## src/sv/gn3d_pkg.sv

```systemverilog
// Shared types, constants and arithmetic helpers for the 3D gradient noise block.
// Depends on nothing; every other file of the block imports it.
package gn3d_pkg;

    localparam int FRAC_BITS = 16;
    localparam int TBL_AW    = 8;
    localparam int LERP_W    = 20;
    localparam int FADE_W    = FRAC_BITS + 1;

    localparam logic OP_WRITE = 1'b0;
    localparam logic OP_EVAL  = 1'b1;

    localparam logic [3:0] HASH_ZX_A = 4'd12;
    localparam logic [3:0] HASH_ZX_B = 4'd14;

    typedef logic [TBL_AW-1:0]           byte_t;
    typedef logic [FRAC_BITS-1:0]        frac_t;
    typedef logic [FADE_W-1:0]           fade_t;
    typedef logic signed [LERP_W-1:0]    lerp_t;
    typedef logic signed [FRAC_BITS+1:0] ofs_t;

    // Gradient dot product from the low four hash bits.
    function automatic lerp_t grad(byte_t hv, ofs_t x, ofs_t y, ofs_t z);
        logic [3:0]  h;
        ofs_t        u;
        ofs_t        v;
        lerp_t       su;
        lerp_t       sv;
        h = hv[3:0];
        u = (h < 4'd8) ? x : y;
        if (h < 4'd4)
            v = y;
        else if (h == HASH_ZX_A || h == HASH_ZX_B)
            v = x;
        else
            v = z;
        su = LERP_W'(u);
        sv = LERP_W'(v);
        if (h[0])
            su = -su;
        if (h[1])
            sv = -sv;
        return su + sv;
    endfunction

    // (b - a) * t, floored back to the fraction scale.
    function automatic lerp_t scale_diff(fade_t t, lerp_t a, lerp_t b);
        lerp_t                              d;
        logic signed [LERP_W+FADE_W:0]      p;
        d = b - a;
        p = d * $signed({1'b0, t});
        return p[LERP_W+FRAC_BITS-1:FRAC_BITS];
    endfunction

endpackage

```

## src/sv/gn3d_fade.sv

```systemverilog
// Three-stage fade curve 6t^5 - 15t^4 + 10t^3 on a fraction, result in Q1.16.
// Depends on gn3d_pkg for widths and types.
module gn3d_fade (
    input  logic            clk,
    input  logic            en,
    input  gn3d_pkg::frac_t t,
    output gn3d_pkg::fade_t fade
);
    import gn3d_pkg::*;

    localparam logic signed [21:0] FIFTEEN_Q = 22'sd15 <<< FRAC_BITS;
    localparam logic signed [21:0] TEN_Q     = 22'sd10 <<< FRAC_BITS;

    frac_t              t2_reg;
    frac_t              t_reg;
    logic signed [21:0] poly_reg;
    frac_t              t3_reg;
    logic [20:0]        poly2_reg;
    fade_t              fade_reg;

    logic [31:0]        t2_next;
    logic signed [21:0] lin;
    logic signed [38:0] q_prod;
    logic signed [21:0] poly_next;
    logic [31:0]        t3_next;
    logic [36:0]        f_prod;

    always_comb
    begin
        t2_next   = 32'(t) * 32'(t);
        lin       = $signed(22'(t) * 22'd6) - FIFTEEN_Q;
        q_prod    = lin * $signed({1'b0, t});
        poly_next = 22'(q_prod >>> FRAC_BITS) + TEN_Q;
        t3_next   = 32'(t2_reg) * 32'(t_reg);
        f_prod    = 37'(t3_reg) * 37'(poly2_reg);
    end

    always_ff @(posedge clk)
    begin
        if (en)
        begin
            t2_reg    <= t2_next[31:16];
            t_reg     <= t;
            poly_reg  <= poly_next;
            t3_reg    <= t3_next[31:16];
            poly2_reg <= poly_reg[20:0];
            fade_reg  <= f_prod[FRAC_BITS+FADE_W-1:FRAC_BITS];
        end
    end

    assign fade = fade_reg;

endmodule

```

## config.mk

```make
export PLATFORM = sky130hd
export DESIGN_NAME = gn3d_fade
export DESIGN_NICKNAME = d
export VERILOG_FILES = /design/src/sv/gn3d_pkg.sv /design/src/sv/gn3d_fade.sv
export SDC_FILE = /design/constraint.sdc
export NUM_CORES = 2
export LEC_CHECK = 0
export BUFFER_PORTS_ARGS = -buffer_cell sky130_fd_sc_hd__buf_2
export CORE_MARGIN = 3
export CORE_UTILIZATION = 61
export CTS_BUF_LIST = sky130_fd_sc_hd__clkbuf_4 sky130_fd_sc_hd__clkbuf_8
export DETAILED_ROUTE_END_ITERATION = 12
export GPL_TIMING_DRIVEN = 1
export HOLD_SLACK_MARGIN = 0.15
export PLACE_DENSITY = 0.85
export SKIP_CTS_REPAIR_TIMING = 1
export SLEW_MARGIN = 20
export SYNTH_ARGS = -nofsm -noshare
export SYNTH_HDL_FRONTEND = slang
export SYNTH_SLANG_ARGS = --single-unit
```

## constraint.sdc

```tcl
create_clock -name clk -period 10.2 [get_ports clk]
set_clock_uncertainty 0.1 [all_clocks]
set_input_delay 2.04 -clock clk [delete_from_list [all_inputs] [get_ports clk]]
set_output_delay 2.04 -clock clk [all_outputs]
set_load 0.02 [all_outputs]
```

==> Flow_metrics.wiki <==
{| class="wikitable"
! Metric !! Value
|-
| Number of buffers on the longest clock path || 2
|-
| Vertical die dimension || 260.7 µm
|-
| Routed via count || 28680
|-
| Fill cells || about 4700
|-
| Mean area per synthesized cell || just over 9 µm²
|-
| Total clock buffers created by CTS || 9
|-
| Dominant delay contributor by cell family on the critical path || adder cells
|-
| Final Net Count || between 5000 and 6000
|-
| DR iter-0 viols || 2204
|-
| Critical path fanouts, max || 4
|-
| Final std cells w/o fill || slightly above 5000
|-
| Die boundary width || 260.7 µm
|-
| CP max stage cell || sky130_fd_sc_hd__fa_1
|-
| Share of post-route cells with drive strength above 1 || slightly below 6%
|-
| Commonest non-fill, non-tap cell in the layout || sky130_fd_sc_hd__inv_1
|-
| Count of unique library cells instantiated by Yosys || 66
|-
| Number of primary I/O pins || 35
|-
| Wire per inst || between 15 and 20 µm
|-
| Slack of the worst reg-to-reg path || approximately 2.3 ns
|-
| Setup Viol. Count Final || 0
|-
| Clock transition at the register clock pins on the worst setup and hold paths after CTS || roughly 0.14 ns
|-
| Worst hold path class || reg -> reg
|-
| Post-synthesis net count || 5584
|-
| Critical Path AT || approximately 10 ns
|-
| Worst slew margin relative to its limit || 39.21%
|-
| Antenna Violating Nets Remaining || 0
|-
| Commonest cells after routing, fill and taps aside || sky130_fd_sc_hd__inv_1, sky130_fd_sc_hd__fa_1, sky130_fd_sc_hd__nand2_1
|-
| Total detailed-routing wirelength || about 90 mm
|-
| Top flip-flop cell by instance count after synthesis || sky130_fd_sc_hd__edfxtp_1
|-
| Capture point of the worst path || poly_reg[20]
|-
| Port Buffers || 34
|-
| Most Frequent Cell on Critical Path || sky130_fd_sc_hd__fa_1
|-
| Crit path from || t[1]
|-
| Nature of the critical path startpoint || input port
|-
| Number of levels in the clock H-tree || 3
|-
| Post-synthesis instance area || 39570 µm²
|-
| Post-detailed-placement half-perimeter wirelength || around 76 mm
|-
| Largest net degree at the start of global routing || between 60 and 70
|-
| Die Outline Area || a little under 70000 µm²
|-
| FMAX || 0.1009 GHz
|-
| Flops & latches, synth || roughly 110
|-
| Ratio of final minimum period to clock period || 97.15%
|-
| Logic depth of the worst setup path including buffers || 36
|-
| Number of enable-type register cells in the synthesized netlist || around 110
|-
| Fraction of registers with async set/reset || 0%
|-
| Instance count after placement with tap cells included || 5122
|-
| DRC violations left || 0
|-
| Worst Path Buf+Inv || 7
|-
| Placeable core region || between 60000 and 70000 µm²
|-
| Slowest stage delay, CP || roughly 0.56 ns
|-
| Inserted Diodes || 0
|-
| Kind of critical path || in -> reg
|-
| Number of max-slew violations in the final report || 0
|-
| CTS tree || done
|-
| Clock period minus worst slack || between 9 and 10 ns
|-
| Post-synthesis sequential area ratio || between 8 and 9%
|-
| FF-to-FF Start || t3_reg[4]
|-
| Element type at the critical path end || flop
|-
| Clock root buffer || sky130_fd_sc_hd__clkbuf_8
|-
| Count of standard-cell rows || 92
|-
| Skew-Pair Late Insertion Delay || roughly 0.45 ns
|-
| Number of clock sinks || around 110
|-
| Total Negative Setup Slacks || 0 ns
|-
| Vias in the first global route || between 30000 and 40000
|-
| Max-capacitance violation count || 0
|-
| Initial core utilization || between 60 and 70%
|-
| Overall routing resource usage || between 20% and 30%
|-
| Post-Synthesis Cells || approximately 4200
|-
| First-pass GRT wire length || 156.4 mm
|-
| Worst Reg-to-Reg Cells || 22
|-
| Worst Max-Slew Pin Slew || 0.9054 ns
|-
| Ratio of routed vias to standard cells || ~5.6
|-
| R2r endpoint || fade[15]
|-
| First drt pass iteration count || 7
|-
| Setup repair after global routing missed its margin || true
|-
| Remaining global-route overflow || 0
|-
| Endpoints failing hold || 0
|-
| Status || finished clean
|-
| Area Growth Syn to Fin || 5.600%
|-
| Final GP Congestion || 0.9835
|-
| Required time reported for the critical path endpoint || around 10 ns
|-
| Warnings, synthesis || 0
|-
| Number of antenna violations at the first check in global routing || 2
|}
==> area by class of cell <==
type	instances	area, µm²	share of cell area [%]
clock buffer	9	123.9	0.2965
sequential	107	3213	7.690
tap	846	1059	2.533
timing repair buffer	195	1391	3.330
inverter	1154	4349	10.41
clock inverter	7	91.34	0.2186
multi-input combinational	2822	31560	75.52
==> synthesized netlist by cell type (20+ instances only) <==
cell                       instances  area share, %
sky130_fd_sc_hd__and2_1          288            4.6
sky130_fd_sc_hd__inv_1          1146             11
sky130_fd_sc_hd__fa_1            930             47
sky130_fd_sc_hd__nor2_1          131            1.2
sky130_fd_sc_hd__xor2_1           33           0.73
sky130_fd_sc_hd__edfxtp_1        107            8.1
sky130_fd_sc_hd__and3_1           20           0.32
sky130_fd_sc_hd__a21oi_1          66           0.83
sky130_fd_sc_hd__a21o_1           39           0.74
sky130_fd_sc_hd__ha_1            395             12
sky130_fd_sc_hd__xnor2_1          67            1.5
sky130_fd_sc_hd__o21ai_0          47           0.59
sky130_fd_sc_hd__clkbuf_1        150            1.4
sky130_fd_sc_hd__nand2_1         601            5.7
sky130_fd_sc_hd__nand3_1          28           0.35
==> per-stage QoR <==
step	instance area [µm²]	hold slack (ns)	setup WS (ns)	util [%]
global placement	41450	0.3011	-0.3691	65.11
global route	41780	0.3351	-0.1028	65.64
floorplan	39650	0.3003	0.03960	-
detailed placement	41450	0.3052	-0.5394	65.11
finish	41780	0.3144	0.2912	65.64
CTS	41660	0.3166	-0.06844	65.45
==> routing by layer <==
metal	vias to the layer above	part of all wire (%)	global-route usage, %
met3	301	8.8	5.075
li1	12530	-	-
met4	4	4.1	11.03
met5	-	0.026	0
met1	14530	37	36.07
met2	1310	50	50.29
==> kinds of logic after synthesis <==
kind of cell	count (synthesis)	synth area share [%]
buf+inv	1312	12.48
flops	107	8.121
simple gates	1144	13.36
mux	3	0.09169
xor+xnor	101	2.270
fa+ha+maj	1325	59.55
compound gates	249	4.139
==> how the worst min path moves through the flow <==
stage / startpoint / endpoint / slack (ns) / depth (start not counted)
6_report: poly_reg[10] / poly2_reg[10] / 0.31 / 0
5_1_grt: poly_reg[10] / poly2_reg[10] / 0.34 / 0
4_1_cts: poly_reg[10] / poly2_reg[10] / 0.32 / 0
3_5_place_dp: poly_reg[0] / poly2_reg[0] / 0.31 / 0
3_3_place_gp: poly_reg[5] / poly2_reg[5] / 0.30 / 0
2_1_floorplan: poly_reg[0] / poly2_reg[0] / 0.30 / 0
Power is not shown: default switching activity piles up to over one toggle a cycle in this logic, so the estimate is an artifact.
